<file path="config.mk">
export PLATFORM = sky130hd
export DESIGN_NAME = flipbook_tile_offset_keyer_top_flat
export DESIGN_NICKNAME = d
export VERILOG_FILES = /design/src/rtl/fto_pkg.sv /design/src/rtl/fto_frame_if.sv /design/src/rtl/fto_key_if.sv /design/src/rtl/fto_div.sv /design/src/rtl/fto_keyer.sv /design/src/rtl/flipbook_tile_offset_keyer_top.sv /design/src/flat_wrapper.sv
export SDC_FILE = /design/constraint.sdc
export NUM_CORES = 1
export LEC_CHECK = 0
export BUFFER_PORTS_ARGS = -buffer_cell sky130_fd_sc_hd__clkbuf_2
export CORE_UTILIZATION = 30
export DETAILED_ROUTE_END_ITERATION = 10
export GPL_TIMING_DRIVEN = 0
export PLACE_DENSITY = 0.53
export RECOVER_POWER = 100
export SETUP_SLACK_MARGIN = 0.15
export SLEW_MARGIN = 10
export SYNTH_ARGS = -nofsm -noshare
export SYNTH_HDL_FRONTEND = slang
export SYNTH_SLANG_ARGS = --single-unit
</file>
<file path="constraint.sdc">
create_clock -name i_clk -period 14.3 [get_ports i_clk]
set_input_delay 1.43 -clock i_clk [delete_from_list [all_inputs] [get_ports i_clk]]
set_output_delay 1.43 -clock i_clk [all_outputs]
set_load 0.05 [all_outputs]
</file>
<file path="src/rtl/fto_pkg.sv">
// Shared constants, register codes and control structs for the flipbook tile offset keyer.
// No dependencies; every other file of the block imports this package.
package fto_pkg;

    localparam int FRAC_BITS  = 16;   // fraction bits of the offset values
    localparam int FRAME_BITS = 16;   // frame number bits taken from the input field

    localparam int FRAME_W    = 16;   // frame fields on the channels
    localparam int VAL_W      = 25;   // signed offset value
    localparam int COL_W      = 9;    // grid columns and rows
    localparam int START_W    = 16;
    localparam int TILES_W    = 17;
    localparam int HOLD_W     = 16;
    localparam int TILE_W     = 17;   // start tile plus pick
    localparam int DSR_W      = 17;   // widest divisor (tiles_used)
    localparam int DVD_W      = TILE_W + FRAC_BITS;  // widest dividend (row << FRAC_BITS)
    localparam int NU_W       = COL_W + FRAC_BITS;   // column offset << FRAC_BITS
    localparam int CNT_W      = $clog2(DVD_W + 1);

    localparam int CFG_IDX_W  = 3;
    localparam int CFG_DATA_W = 17;

    localparam logic [VAL_W-1:0] MAG_LIMIT = VAL_W'(1) << (VAL_W - 1);

    typedef enum logic [CFG_IDX_W-1:0] {
        CFG_GRID_COLUMNS       = 3'd0,
        CFG_GRID_ROWS          = 3'd1,
        CFG_START_TILE         = 3'd2,
        CFG_TILES_USED         = 3'd3,
        CFG_HOLD_LENGTH        = 3'd4,
        CFG_WRAP_ENABLE        = 3'd5,
        CFG_NORMALIZED_OFFSETS = 3'd6
    } t_cfg_idx;

    typedef struct packed {
        logic             start;
        logic [DVD_W-1:0] dvd;    // dividend, MSB aligned
        logic [CNT_W-1:0] cnt;    // number of quotient bits
        logic [DSR_W-1:0] dsr;
    } t_div_req;

    typedef struct packed {
        logic             done;
        logic [DVD_W-1:0] quo;
        logic [DSR_W-1:0] rem;
    } t_div_rsp;

    typedef struct packed {
        logic                       start;
        logic [FRAME_BITS-1:0]      frame;
        logic [1:0][VAL_W-1:0]      val;
    } t_key_req;

    typedef struct packed {
        logic idle;
    } t_key_sts;

endpackage

</file>
<file path="src/rtl/fto_frame_if.sv">
// Frame number channel: valid/ready handshake carrying one frame per item.
// Depends on fto_pkg.
interface fto_frame_if;
    import fto_pkg::*;

    logic               valid;
    logic               ready;
    logic [FRAME_W-1:0] frame_number;

    modport source (output valid, output frame_number, input ready);
    modport sink   (input valid, input frame_number, output ready);
endinterface

</file>
<file path="src/rtl/fto_key_if.sv">
// Key channel: valid/ready handshake carrying one offset key per item.
// Depends on fto_pkg.
interface fto_key_if;
    import fto_pkg::*;

    logic                    valid;
    logic                    ready;
    logic                    axis;
    logic [FRAME_W-1:0]      key_frame;
    logic signed [VAL_W-1:0] key_value;
    logic                    run_end;

    modport source (output valid, output axis, output key_frame, output key_value,
                    output run_end, input ready);
    modport sink   (input valid, input axis, input key_frame, input key_value,
                    input run_end, output ready);
endinterface

</file>
<file path="src/rtl/fto_div.sv">
// Bit-serial restoring divider: shifts the dividend in one bit a cycle, one quotient bit out.
// Depends on fto_pkg.
module fto_div (
    input  logic               i_clk,
    input  logic               i_rst_n,
    input  fto_pkg::t_div_req  i_req,
    output fto_pkg::t_div_rsp  o_rsp
);
    import fto_pkg::*;

    logic             r_busy;
    logic             r_done;
    logic [CNT_W-1:0] r_cnt;
    logic [DVD_W-1:0] r_dvd;
    logic [DSR_W-1:0] r_dsr;
    logic [DSR_W-1:0] r_rem;
    logic [DVD_W-1:0] r_quo;

    logic [DSR_W:0]   trial;
    logic             ge;
    logic [DSR_W-1:0] n_rem;

    always_comb begin
        trial = {r_rem, r_dvd[DVD_W-1]};
        ge    = trial >= {1'b0, r_dsr};
        n_rem = ge ? DSR_W'(trial - {1'b0, r_dsr}) : trial[DSR_W-1:0];
    end

    always_ff @(posedge i_clk) begin
        if (!i_rst_n) begin
            r_busy <= 1'b0;
            r_done <= 1'b0;
            r_cnt  <= '0;
        end else begin
            r_done <= 1'b0;
            if (i_req.start) begin
                r_busy <= 1'b1;
                r_cnt  <= i_req.cnt;
                r_dvd  <= i_req.dvd;
                r_dsr  <= i_req.dsr;
                r_rem  <= '0;
                r_quo  <= '0;
            end else if (r_busy) begin
                r_dvd <= r_dvd << 1;
                r_rem <= n_rem;
                r_quo <= {r_quo[DVD_W-2:0], ge};
                r_cnt <= r_cnt - 1'b1;
                if (r_cnt == CNT_W'(1)) begin
                    r_busy <= 1'b0;
                    r_done <= 1'b1;
                end
            end
        end
    end

    assign o_rsp.done = r_done;
    assign o_rsp.quo  = r_quo;
    assign o_rsp.rem  = r_rem;

endmodule

</file>
<file path="src/rtl/fto_keyer.sv">
// Per-axis key history and key emitter with an output register on the key channel.
// Depends on fto_pkg and fto_key_if.
module fto_keyer (
    input  logic              i_clk,
    input  logic              i_rst_n,
    input  fto_pkg::t_key_req i_req,
    output fto_pkg::t_key_sts o_sts,
    fto_key_if.source         o_key
);
    import fto_pkg::*;

    typedef enum logic {K_IDLE, K_EMIT} t_kstate;

    t_kstate                  r_state;
    logic [1:0]               r_has;
    logic [1:0][VAL_W-1:0]    r_last_val;
    logic [1:0][FRAME_BITS-1:0] r_last_frm;

    logic [3:0]               r_mask;   // hold U, new U, hold V, new V
    logic [1:0]               r_slot;
    logic [FRAME_BITS-1:0]    r_frame;
    logic [1:0][VAL_W-1:0]    r_new;
    logic [1:0][VAL_W-1:0]    r_old;

    logic                     r_ov;
    logic                     r_axis;
    logic [FRAME_BITS-1:0]    r_kf;
    logic [VAL_W-1:0]         r_kv;
    logic                     r_re;

    logic                     clear;
    logic [1:0]               has_eff;
    logic [1:0]               need;
    logic [1:0]               hold;
    logic [3:0]               mask;
    logic [FRAME_BITS-1:0]    prev_frame;
    logic [3:0]               rest;
    logic                     slot_on;
    logic                     out_free;
    logic                     load;
    logic                     advance;

    always_comb begin
        clear      = (i_req.frame == '0);
        prev_frame = FRAME_BITS'(i_req.frame - 1'b1);
        for (int c = 0; c < 2; c++) begin
            has_eff[c] = r_has[c] & ~clear;
            need[c]    = ~(has_eff[c] && (i_req.val[c] == r_last_val[c]));
            hold[c]    = need[c] && has_eff[c] && (r_last_frm[c] < prev_frame);
        end
        mask     = {need[1], hold[1], need[0], hold[0]};
        rest     = r_mask >> r_slot;
        slot_on  = rest[0];
        out_free = !r_ov || o_key.ready;
        load     = (r_state == K_EMIT) && slot_on && out_free;
        advance  = (r_state == K_EMIT) && (!slot_on || out_free);
    end

    always_ff @(posedge i_clk) begin
        if (!i_rst_n) begin
            r_state    <= K_IDLE;
            r_has      <= '0;
            r_last_val <= '0;
            r_last_frm <= '0;
            r_slot     <= '0;
            r_ov       <= 1'b0;
        end else begin
            if (load) begin
                r_ov   <= 1'b1;
                r_axis <= r_slot[1];
                r_kf   <= r_slot[0] ? r_frame : FRAME_BITS'(r_frame - 1'b1);
                r_kv   <= r_slot[0] ? r_new[r_slot[1]] : r_old[r_slot[1]];
                r_re   <= (rest[3:1] == 3'd0);
            end else if (o_key.ready) begin
                r_ov <= 1'b0;
            end

            case (r_state)
                K_IDLE: begin
                    if (i_req.start) begin
                        r_mask  <= mask;
                        r_frame <= i_req.frame;
                        r_new   <= i_req.val;
                        r_old   <= r_last_val;
                        r_slot  <= '0;
                        for (int c = 0; c < 2; c++) begin
                            r_has[c] <= has_eff[c] | need[c];
                            if (need[c]) begin
                                r_last_val[c] <= i_req.val[c];
                                r_last_frm[c] <= i_req.frame;
                            end
                        end
                        if (mask != 4'd0) begin
                            r_state <= K_EMIT;
                        end
                    end
                end
                K_EMIT: begin
                    if (advance) begin
                        r_slot <= r_slot + 1'b1;
                        if (r_slot == 2'd3) begin
                            r_state <= K_IDLE;
                        end
                    end
                end
                default: r_state <= K_IDLE;
            endcase
        end
    end

    assign o_sts.idle      = (r_state == K_IDLE);
    assign o_key.valid     = r_ov;
    assign o_key.axis      = r_axis;
    assign o_key.key_frame = FRAME_W'(r_kf);
    assign o_key.key_value = r_kv;
    assign o_key.run_end   = r_re;

endmodule

</file>
<file path="src/rtl/flipbook_tile_offset_keyer_top.sv">
// Flipbook tile offset keyer: configuration registers, frame sequencer and key output.
// Depends on fto_pkg, fto_frame_if, fto_key_if, fto_div and fto_keyer.

// Takes one frame number at a time and emits zero to four U/V offset keys for it, U keys
// before V keys, run_end marking the last key of a frame. Every division (frame by hold
// length, step modulo tile count when wrapping, tile by columns, and in normalized mode
// the two offset scalings) runs through one shared radix-2 divider that retires one
// quotient bit per cycle; without wrapping the step is clamped to the last tile. A frame
// that emits any key walks the four key slots, and the key channel can stall the walk. A
// new frame is accepted once the last key of the previous one sits in the output register.
// Configuration must be written only while no frame is in flight; there is no clearing
// pass after reset.
module flipbook_tile_offset_keyer_top (
    input  logic                              i_clk,
    input  logic                              i_rst_n,
    fto_frame_if.sink                         i_frame,
    fto_key_if.source                         o_key,
    input  logic                              i_cfg_we,
    input  logic [fto_pkg::CFG_IDX_W-1:0]     i_cfg_idx,
    input  logic [fto_pkg::CFG_DATA_W-1:0]    i_cfg_data
);
    import fto_pkg::*;

    typedef enum logic [3:0] {
        S_IDLE, S_STEP, S_PICK, S_TILE, S_COL, S_NU, S_NV, S_KEY, S_WAIT
    } t_state;

    // configuration
    logic [COL_W-1:0]   r_cols;
    logic [COL_W-1:0]   r_rows;
    logic [START_W-1:0] r_start;
    logic [TILES_W-1:0] r_tiles;
    logic [HOLD_W-1:0]  r_hold;
    logic               r_wrap;
    logic               r_norm;

    t_state                   r_state;
    t_div_req                 r_div_req;
    logic [FRAME_BITS-1:0]    r_frame;
    logic [FRAME_BITS-1:0]    r_pick;
    logic [TILE_W-1:0]        r_whole_v;
    logic [1:0][DVD_W-1:0]    r_mag;

    t_div_rsp                 div_rsp;
    t_key_req                 key_req;
    t_key_sts                 key_sts;

    logic [COL_W-1:0]         cols_eff;
    logic [COL_W-1:0]         rows_eff;
    logic [TILES_W-1:0]       tiles_eff;
    logic [HOLD_W-1:0]        hold_eff;
    logic [FRAME_BITS-1:0]    step;
    logic [FRAME_BITS-1:0]    clamp_pick;
    logic [TILE_W-1:0]        tile;
    logic [NU_W-1:0]          nu;
    logic [DVD_W-1:0]         nv;
    logic [DVD_W-1:0]         dvd_step;
    logic [DVD_W-1:0]         dvd_pick;
    logic [DVD_W-1:0]         dvd_tile;
    logic [DVD_W-1:0]         dvd_nu;
    logic [1:0][VAL_W-1:0]    sat;

    always_ff @(posedge i_clk) begin
        if (!i_rst_n) begin
            r_cols  <= COL_W'(1);
            r_rows  <= COL_W'(1);
            r_start <= '0;
            r_tiles <= TILES_W'(1);
            r_hold  <= HOLD_W'(1);
            r_wrap  <= 1'b0;
            r_norm  <= 1'b0;
        end else if (i_cfg_we) begin
            case (t_cfg_idx'(i_cfg_idx))
                CFG_GRID_COLUMNS:       r_cols  <= i_cfg_data[COL_W-1:0];
                CFG_GRID_ROWS:          r_rows  <= i_cfg_data[COL_W-1:0];
                CFG_START_TILE:         r_start <= i_cfg_data[START_W-1:0];
                CFG_TILES_USED:         r_tiles <= i_cfg_data[TILES_W-1:0];
                CFG_HOLD_LENGTH:        r_hold  <= i_cfg_data[HOLD_W-1:0];
                CFG_WRAP_ENABLE:        r_wrap  <= i_cfg_data[0];
                CFG_NORMALIZED_OFFSETS: r_norm  <= i_cfg_data[0];
                default: ;
            endcase
        end
    end

    always_comb begin
        // a zero divisor acts as one
        cols_eff   = (r_cols  == '0) ? COL_W'(1)   : r_cols;
        rows_eff   = (r_rows  == '0) ? COL_W'(1)   : r_rows;
        tiles_eff  = (r_tiles == '0) ? TILES_W'(1) : r_tiles;
        hold_eff   = (r_hold  == '0) ? HOLD_W'(1)  : r_hold;

        step       = div_rsp.quo[FRAME_BITS-1:0];
        clamp_pick = (TILES_W'(step) < TILES_W'(tiles_eff - 1'b1)) ? step
                   : FRAME_BITS'(tiles_eff - 1'b1);
        tile       = TILE_W'(r_start) + TILE_W'(r_pick);
        // round to nearest by adding half the divisor
        nu         = (NU_W'(div_rsp.rem[COL_W-1:0]) << FRAC_BITS) + NU_W'(cols_eff >> 1);
        nv         = (DVD_W'(r_whole_v) << FRAC_BITS) + DVD_W'(rows_eff >> 1);

        dvd_step   = {i_frame.frame_number[FRAME_BITS-1:0], {(DVD_W-FRAME_BITS){1'b0}}};
        dvd_pick   = {step, {(DVD_W-FRAME_BITS){1'b0}}};
        dvd_tile   = {tile, {(DVD_W-TILE_W){1'b0}}};
        dvd_nu     = {nu, {(DVD_W-NU_W){1'b0}}};

        for (int c = 0; c < 2; c++) begin
            sat[c] = (r_mag[c] > DVD_W'(MAG_LIMIT)) ? MAG_LIMIT : r_mag[c][VAL_W-1:0];
            key_req.val[c] = VAL_W'('0 - sat[c]);
        end
        key_req.start = (r_state == S_KEY);
        key_req.frame = r_frame;
    end

    always_ff @(posedge i_clk) begin
        if (!i_rst_n) begin
            r_state   <= S_IDLE;
            r_div_req <= '0;
        end else begin
            r_div_req.start <= 1'b0;
            case (r_state)
                S_IDLE: begin
                    if (i_frame.valid) begin
                        r_frame   <= i_frame.frame_number[FRAME_BITS-1:0];
                        r_div_req <= '{start: 1'b1, dvd: dvd_step,
                                       cnt: CNT_W'(FRAME_BITS), dsr: DSR_W'(hold_eff)};
                        r_state   <= S_STEP;
                    end
                end
                S_STEP: begin
                    if (div_rsp.done) begin
                        if (r_wrap) begin
                            r_div_req <= '{start: 1'b1, dvd: dvd_pick,
                                           cnt: CNT_W'(FRAME_BITS), dsr: DSR_W'(tiles_eff)};
                            r_state   <= S_PICK;
                        end else begin
                            r_pick  <= clamp_pick;
                            r_state <= S_TILE;
                        end
                    end
                end
                S_PICK: begin
                    if (div_rsp.done) begin
                        r_pick  <= div_rsp.rem[FRAME_BITS-1:0];
                        r_state <= S_TILE;
                    end
                end
                S_TILE: begin
                    r_div_req <= '{start: 1'b1, dvd: dvd_tile,
                                   cnt: CNT_W'(TILE_W), dsr: DSR_W'(cols_eff)};
                    r_state   <= S_COL;
                end
                S_COL: begin
                    if (div_rsp.done) begin
                        if (r_norm) begin
                            r_whole_v <= div_rsp.quo[TILE_W-1:0];
                            r_div_req <= '{start: 1'b1, dvd: dvd_nu,
                                           cnt: CNT_W'(NU_W), dsr: DSR_W'(cols_eff)};
                            r_state   <= S_NU;
                        end else begin
                            r_mag[0] <= DVD_W'(div_rsp.rem[COL_W-1:0]) << FRAC_BITS;
                            r_mag[1] <= DVD_W'(div_rsp.quo[TILE_W-1:0]) << FRAC_BITS;
                            r_state  <= S_KEY;
                        end
                    end
                end
                S_NU: begin
                    if (div_rsp.done) begin
                        r_mag[0]  <= div_rsp.quo;
                        r_div_req <= '{start: 1'b1, dvd: nv,
                                       cnt: CNT_W'(DVD_W), dsr: DSR_W'(rows_eff)};
                        r_state   <= S_NV;
                    end
                end
                S_NV: begin
                    if (div_rsp.done) begin
                        r_mag[1] <= div_rsp.quo;
                        r_state  <= S_KEY;
                    end
                end
                S_KEY: begin
                    r_state <= S_WAIT;
                end
                S_WAIT: begin
                    // hold until the last key of this frame is in the output register
                    if (key_sts.idle) begin
                        r_state <= S_IDLE;
                    end
                end
                default: r_state <= S_IDLE;
            endcase
        end
    end

    assign i_frame.ready = (r_state == S_IDLE);

    fto_div u_div (
        .i_clk   (i_clk),
        .i_rst_n (i_rst_n),
        .i_req   (r_div_req),
        .o_rsp   (div_rsp)
    );

    fto_keyer u_keyer (
        .i_clk   (i_clk),
        .i_rst_n (i_rst_n),
        .i_req   (key_req),
        .o_sts   (key_sts),
        .o_key   (o_key)
    );

`ifndef SYNTHESIS
    a_key_start_idle: assert property (@(posedge i_clk) disable iff (!i_rst_n)
        key_req.start |-> key_sts.idle)
        else $error("key emitter started while still emitting");

    a_accept_quiet: assert property (@(posedge i_clk) disable iff (!i_rst_n)
        (i_frame.valid && i_frame.ready) |-> (key_sts.idle && !div_rsp.done))
        else $error("frame item accepted while earlier work is in flight");

    a_div_done_state: assert property (@(posedge i_clk) disable iff (!i_rst_n)
        div_rsp.done |-> (r_state == S_STEP || r_state == S_PICK || r_state == S_COL ||
                          r_state == S_NU || r_state == S_NV))
        else $error("divider finished outside a divide state");

    a_key_follows: assert property (@(posedge i_clk) disable iff (!i_rst_n)
        (r_state == S_KEY) |=> (r_state == S_WAIT))
        else $error("sequencer skipped the key wait");
`endif

endmodule
</file>
<file path="src/flat_wrapper.sv">
// flat-port wrapper written by rule: the top's interface ports become plain ports
module flipbook_tile_offset_keyer_top_flat import fto_pkg::*;
  (i_clk, i_rst_n, i_cfg_we, i_cfg_idx, i_cfg_data, i_frame_valid, i_frame_frame_number, i_frame_ready, o_key_valid, o_key_axis, o_key_key_frame, o_key_key_value, o_key_run_end, o_key_ready);
  fto_frame_if i_frame_i ();
  fto_key_if o_key_i ();
  input  logic i_clk;
  input  logic i_rst_n;
  input  logic i_cfg_we;
  input  logic [fto_pkg::CFG_IDX_W-1:0] i_cfg_idx;
  input  logic [fto_pkg::CFG_DATA_W-1:0] i_cfg_data;
  input wire logic [$bits(i_frame_i.valid)-1:0] i_frame_valid;
  input wire logic [$bits(i_frame_i.frame_number)-1:0] i_frame_frame_number;
  output wire logic [$bits(i_frame_i.ready)-1:0] i_frame_ready;
  output wire logic [$bits(o_key_i.valid)-1:0] o_key_valid;
  output wire logic [$bits(o_key_i.axis)-1:0] o_key_axis;
  output wire logic [$bits(o_key_i.key_frame)-1:0] o_key_key_frame;
  output wire logic [$bits(o_key_i.key_value)-1:0] o_key_key_value;
  output wire logic [$bits(o_key_i.run_end)-1:0] o_key_run_end;
  input wire logic [$bits(o_key_i.ready)-1:0] o_key_ready;
  assign i_frame_i.valid = i_frame_valid;
  assign i_frame_i.frame_number = i_frame_frame_number;
  assign i_frame_ready = i_frame_i.ready;
  assign o_key_valid = o_key_i.valid;
  assign o_key_axis = o_key_i.axis;
  assign o_key_key_frame = o_key_i.key_frame;
  assign o_key_key_value = o_key_i.key_value;
  assign o_key_run_end = o_key_i.run_end;
  assign o_key_i.ready = o_key_ready;
  flipbook_tile_offset_keyer_top u_core (.i_clk(i_clk), .i_rst_n(i_rst_n), .i_frame(i_frame_i), .o_key(o_key_i), .i_cfg_we(i_cfg_we), .i_cfg_idx(i_cfg_idx), .i_cfg_data(i_cfg_data));
endmodule
</file>
==> results of run 1 <==
[flip-flops by register name, indices dropped and copies added (netlist names), 17 cells and up]
register / flops
u_core.r_mag: 66
u_core.u_div.r_dsr: 17
u_core.u_div.r_dvd: 33
u_core.r_whole_v: 17
u_core.u_div.r_quo: 33
u_core.r_div_req: 55
u_core.u_keyer.r_last_frm: 32
u_core.u_keyer.o_key.key_value: 25
u_core.u_keyer.r_old: 50
u_core.u_keyer.r_last_val: 50
u_core.u_keyer.r_new: 50
u_core.u_div.r_rem: 17
u_core.r_tiles: 17
[layout make-up]
cell class	instances	area, sq um
Buffer	148	556
Multi-Input combinational cell	1804	12100
Fill cell	9629	62100
Clock inverter	27	305
Clock buffer	101	2030
Timing Repair Buffer	99	412
Inverter	80	300
Tap cell	1265	1580
Sequential cell	602	15800
[cell families (layout without fill, tap and decap cells)]
kind of cell / count (synthesis) / count (layout) / share of synthesized area, %
and+or+nand+nor: 930 / 930 / 15.5
DFF: 602 / 602 / 54.9
AOI/OAI and AO/OA: 502 / 502 / 11.8
buffers and inverters: 228 / 455 / 3.17
muxes: 177 / 177 / 7.53
xor gates and xnor gates: 107 / 107 / 3.25
adders and majority gates: 88 / 88 / 3.87
[per-layer routing]
| metal | vias to the layer above | global-route usage (%) | wire length (um) |
|---|---|---|---|
| met4 | 0 | 5.02 | 2370 |
| li1 | 10100 | - | - |
| met5 | - | 0 | 0 |
| met3 | 132 | 3.18 | 6050 |
| met1 | 10800 | 26.4 | 42900 |
| met2 | 786 | 30.5 | 43200 |
[layout by cell type (no fill, tap or decap), types with 86 or more instances in the layout]
cell      netlist  layout
dfxtp_1       224     224
clkbuf_1      122     239
a21oi_1       142     142
ha_1           86      86
edfxtp_1      378     378
mux2i_1        92      92
nand2_1       353     355
nor3_1         98      95
nor2_1        174     174
[power breakdown]
part           internal (mW)  total (mW)  switching (mW)
registers               1.87        1.90          0.0292
clock network           1.07        1.82           0.749
logic                 0.0774       0.235           0.157
[worst paths after layout]
path                       start                            end  slack (ns)
min reg2reg  u_core.r_div_req[8]          u_core.u_div.r_dsr[8]        0.43
max             u_core.r_mag[35]  u_core.u_keyer.r_last_val[40]        5.74
min          u_core.r_div_req[8]          u_core.u_div.r_dsr[8]        0.43
max reg2reg     u_core.r_mag[35]  u_core.u_keyer.r_last_val[40]        5.74
==> metrics.txt, run 1 <==
Required @ worst endpoint 14.85 ns; Area growth, synth to finish 14.7%; Tcrit/Tclk final 59.9%; sequential cell area fraction in the yosys report 54.9%; final non-filler cell total 4126; Final setup viols 0; fin nets 2934; Setup TNS 0 ns; Worst-Margin Slew 2.32 ns; power per standard cell area 120 mW/mm^2; largest cells by area after synthesis edfxtp_1 (39%), dfxtp_1 (16%), nand2_1 (4.6%); syn nets 2763; Pwr Total 3.96 mW; delay-heaviest family, CP buffers and inverters; clock insertion delay at the later pin of the skew report 0.64 ns; # rows 113; vias in the first global route 20700; Synth area leader edfxtp_1; placed cell count 3998; fraction of layout cells with a size suffix above 1 8.07%; initial antenna violation count 0; Ant. Diodes 0; dpl hpwl 71.8 mm; Max Cap Violations 7; Final min period 8.56 ns; Main synth FF type edfxtp_1; slowest stage delay, CP 0.78 ns; Setup Fix Bufs, Post-CTS 0; top cell type's share of synthesized area 39.3%; Ys Warns 0; Total Routing Usage GR 19.0%; H-tree depth 3; CP Cell Sequence clkbuf_1, or4_1, clkbuf_1, or4_1, clkbuf_1, o31ai_1, clkbuf_1, nand2_1, ha_1, clkbuf_1, inv_1, clkbuf_1, nor3_1, a211oi_1, xnor2_1, a211oi_1, and4_1, nand4b_1, nand2_1, clkbuf_1, clkbuf_1, mux2i_1; Final Max Tran Viols 159; final non-filler cell area 0.0331 sq mm; top-count cell post-synth edfxtp_1; fmax 0.117 GHz; first-pass GRT wire length 139 mm; RSZ-0062 raised after global routing false; Leak 11.5 nW; Syn Area/Cell 11.0 sq um; TritonCTS clock tree yes; DR vias/cell 5.29; synthesized flop and latch total 602; largest net degree at the start of global routing 33; DIE WIDTH 312 um; global placer's final weighted congestion 0.911; CP bufs+invs 9; mapped cell area 0.0288 sq mm; final setup skew 0.0380 ns; CTS Buffer Depth 3; CP endpoint kind flip-flop; Worst Path Class, Setup flip-flop to flip-flop; startpoint types flip-flop; Netlist cell types 89; Critical-path top delay cell o31ai_1; hold depth 0; Peak VDD IR 0.0642 mV; core area 0.0952 sq mm; die height 312 um; initial cell density of the core 30.3%; Top cell by count, worst path clkbuf_1; hold_buf cts 0; Root Buffer clkbuf_16; grt total ovfl 0; worst r2r path cells 22; CP Max Fanout 10; Gates resized, CTS repair 0; Final Core Density 34.8%; CP arrival 9.11 ns; outcome finished with violations; clock sinks 602; Post-Place Worst Slack 7.66 ns; DR pass1 iterations 6; instance count on the critical path 22; top cells by count, synth edfxtp_1 (378), nand2_1 (353), dfxtp_1 (224); Reg clk slew, reported paths 0.06 ns; Die ar. 0.0974 sq mm; hold slack 0.428 ns; Synth Instances 2634; detailed router's first-iteration violation count 2199; port bufs 84; Via Count 21800; IO Pins 86; failing checks max-capacitance violations, max-slew violations; Cell Area, Placed 0.0312 sq mm; Async SR Flop Fraction 0%; Max-slew headroom -55.8%; Post-synth EDFFs 378; WL per Instance 22.9 um; Final Hold Fails 0; antenna viol nets, final 0; CTS buffer count 70; worst setup margin 5.74 ns; worst hold path class flip-flop to flip-flop; Routed WL 94.5 mm; Remaining DRCs 0
Note: power is estimated with default switching activity, not from simulation.
==> inputs of run 2 (changes only) <==
- PLACE_DENSITY: 0.53 -> 0.55
- clock period: 14.3 -> 7.4 ns (I/O delays scaled with it)
==> run 2 against run 1 <==
The flow still finishes with violations (max-capacitance violations, max-slew violations). Die area did not move. Worst hold slack worse by 0.045 ns. Global-route usage increased by 0.10 points. Critical path depth shrank 1. First-iteration DRC count is 7.9% higher. Critical endpoint is now u_core.u_keyer.r_last_val[32].
==> metrics.txt, run 2 (synthesized netlist as in run 1, its figures left out) <==
outcome finished with violations; failing checks max-capacitance violations, max-slew violations; CP Max Fanout 10; # rows 113; antenna viol nets, final 0; commonest cells after routing, fill and taps aside edfxtp_1 (378), nand2_1 (354), clkbuf_1 (234); CTS Buffer Depth 3; Leak 11.4 nW; Remaining DRCs 0; TritonCTS clock tree yes; hold_buf cts 0; Root Buffer clkbuf_16; power per standard cell area 227 mW/mm^2; Worst-Margin Slew 2.30 ns; vias in the first global route 21000; initial antenna violation count 2; CTS buffer count 67; fraction of layout cells with a size suffix above 1 8.15%; Peak VDD IR 0.175 mV; Setup Fix Bufs, Post-CTS 0; hold slack 0.383 ns; Max-slew headroom -54.6%; CP endpoint kind flip-flop; DR vias/cell 5.29; largest net degree at the start of global routing 34; RSZ-0062 raised after global routing false; final setup skew 0.0318 ns; Area growth, synth to finish 14.5%; port bufs 84; grt total ovfl 0; Reg clk slew, reported paths 0.06 ns; max FFs per register 66; initial cell density of the core 30.3%; registers with the most flip-flops u_core.r_mag x66, u_core.r_div_req x55; largest register by flop count u_core.r_mag; DR pass1 iterations 6; first-pass GRT wire length 140 mm; Routed WL 94.0 mm; clock insertion delay at the later pin of the skew report 0.65 ns; most common cell after layout, fill and taps aside edfxtp_1; detailed router's first-iteration violation count 2373; Tcrit/Tclk final 91.9%; fin nets 2933; WL per Instance 22.8 um; global placer's final weighted congestion 0.926; fmax 0.147 GHz; Filler cells 9591; core area 0.0952 sq mm; worst hold path class primary input to flip-flop; Worst Path Class, Setup flip-flop to flip-flop; Via Count 21800; clock sinks 602; Gates resized, CTS repair 0; Setup TNS 0 ns; Die ar. 0.0974 sq mm; Final setup viols 0; Total Routing Usage GR 19.1%; CP arrival 7.36 ns; IO Pins 86; die height 312 um; dpl hpwl 71.5 mm; Required @ worst endpoint 7.95 ns; Pwr Total 7.50 mW; startpoint types flip-flop; Final Max Tran Viols 197; Ant. Diodes 0; H-tree depth 3; Final min period 6.80 ns; DIE WIDTH 312 um; Max Cap Violations 8; Final Hold Fails 0
[run 2: power by group]
part	leakage (nW)	switching, mW	internal [mW]
clock network	1.06	1.44	1.93
logic	5.11	0.302	0.150
registers	5.28	0.0593	3.62
total	11.4	1.80	5.69
[run 2: layer usage]
metal,up-vias,share of wire (%),track usage (%)
met5,-,0,0
met4,0,2.8,5.45
met3,154,6.1,3.01
met2,780,45,30.0
met1,10700,46,27.1
li1,10200,-,-
[run 2: critical path: stages, from the launching register on]
cell and delay [ns]:
edfxtp_1 0.35, clkbuf_1 0.22, or4_1 0.43, clkbuf_1 0.27, or4_1 0.52, clkbuf_1 0.23, o31ai_4 0.40, clkbuf_1 0.46
nand2_1 0.22, ha_1 0.24, clkbuf_1 0.22, inv_1 0.13, clkbuf_1 0.47, nor3_1 0.13, a211oi_1 0.67, xnor2_1 0.13
a211oi_1 0.25, and4_1 0.35, nand4b_4 0.21, nand2_1 0.21, clkbuf_2 0.36, mux2i_1 0.23
[run 2: path summary, 6_finish.rpt]
kind	from	end	slack (ns)	cells after the start
min	i_frame_frame_number[6]	u_core.r_frame[6]	0.38	1
max	u_core.r_mag[35]	u_core.u_keyer.r_last_val[32]	0.60	21
min reg2reg	u_core.r_div_req[3]	u_core.u_div.r_dsr[3]	0.43	0
max reg2reg	u_core.r_mag[35]	u_core.u_keyer.r_last_val[32]	0.60	21
[run 2: area by class of cell]
| class | count | area, sq um | share of cell area, % |
|---|---|---|---|
| Sequential cell | 602 | 15800 | 47.9 |
| Clock inverter | 33 | 378 | 1.14 |
| Clock buffer | 90 | 1810 | 5.49 |
| Timing Repair Buffer | 101 | 415 | 1.26 |
| Buffer | 148 | 596 | 1.80 |
| Multi-Input combinational cell | 1804 | 12100 | 36.7 |
| Tap cell | 1265 | 1580 | 4.79 |
| Inverter | 80 | 300 | 0.909 |
[run 2: through the flow]
| step | instances | setup slack [ns] | instance area, sq um | util, % |
|---|---|---|---|---|
| floorplan | 2634 | 0.258 | 28800 | - |
| global placement | 3983 | -3.57 | 30900 | 32.4 |
| detailed placement | 3999 | 1.06 | 31200 | 32.8 |
| CTS | 4122 | 1.05 | 33400 | 35.1 |
| global route | 4123 | 0.266 | 33000 | 34.7 |
| finish | 4123 | 0.596 | 33000 | 34.7 |
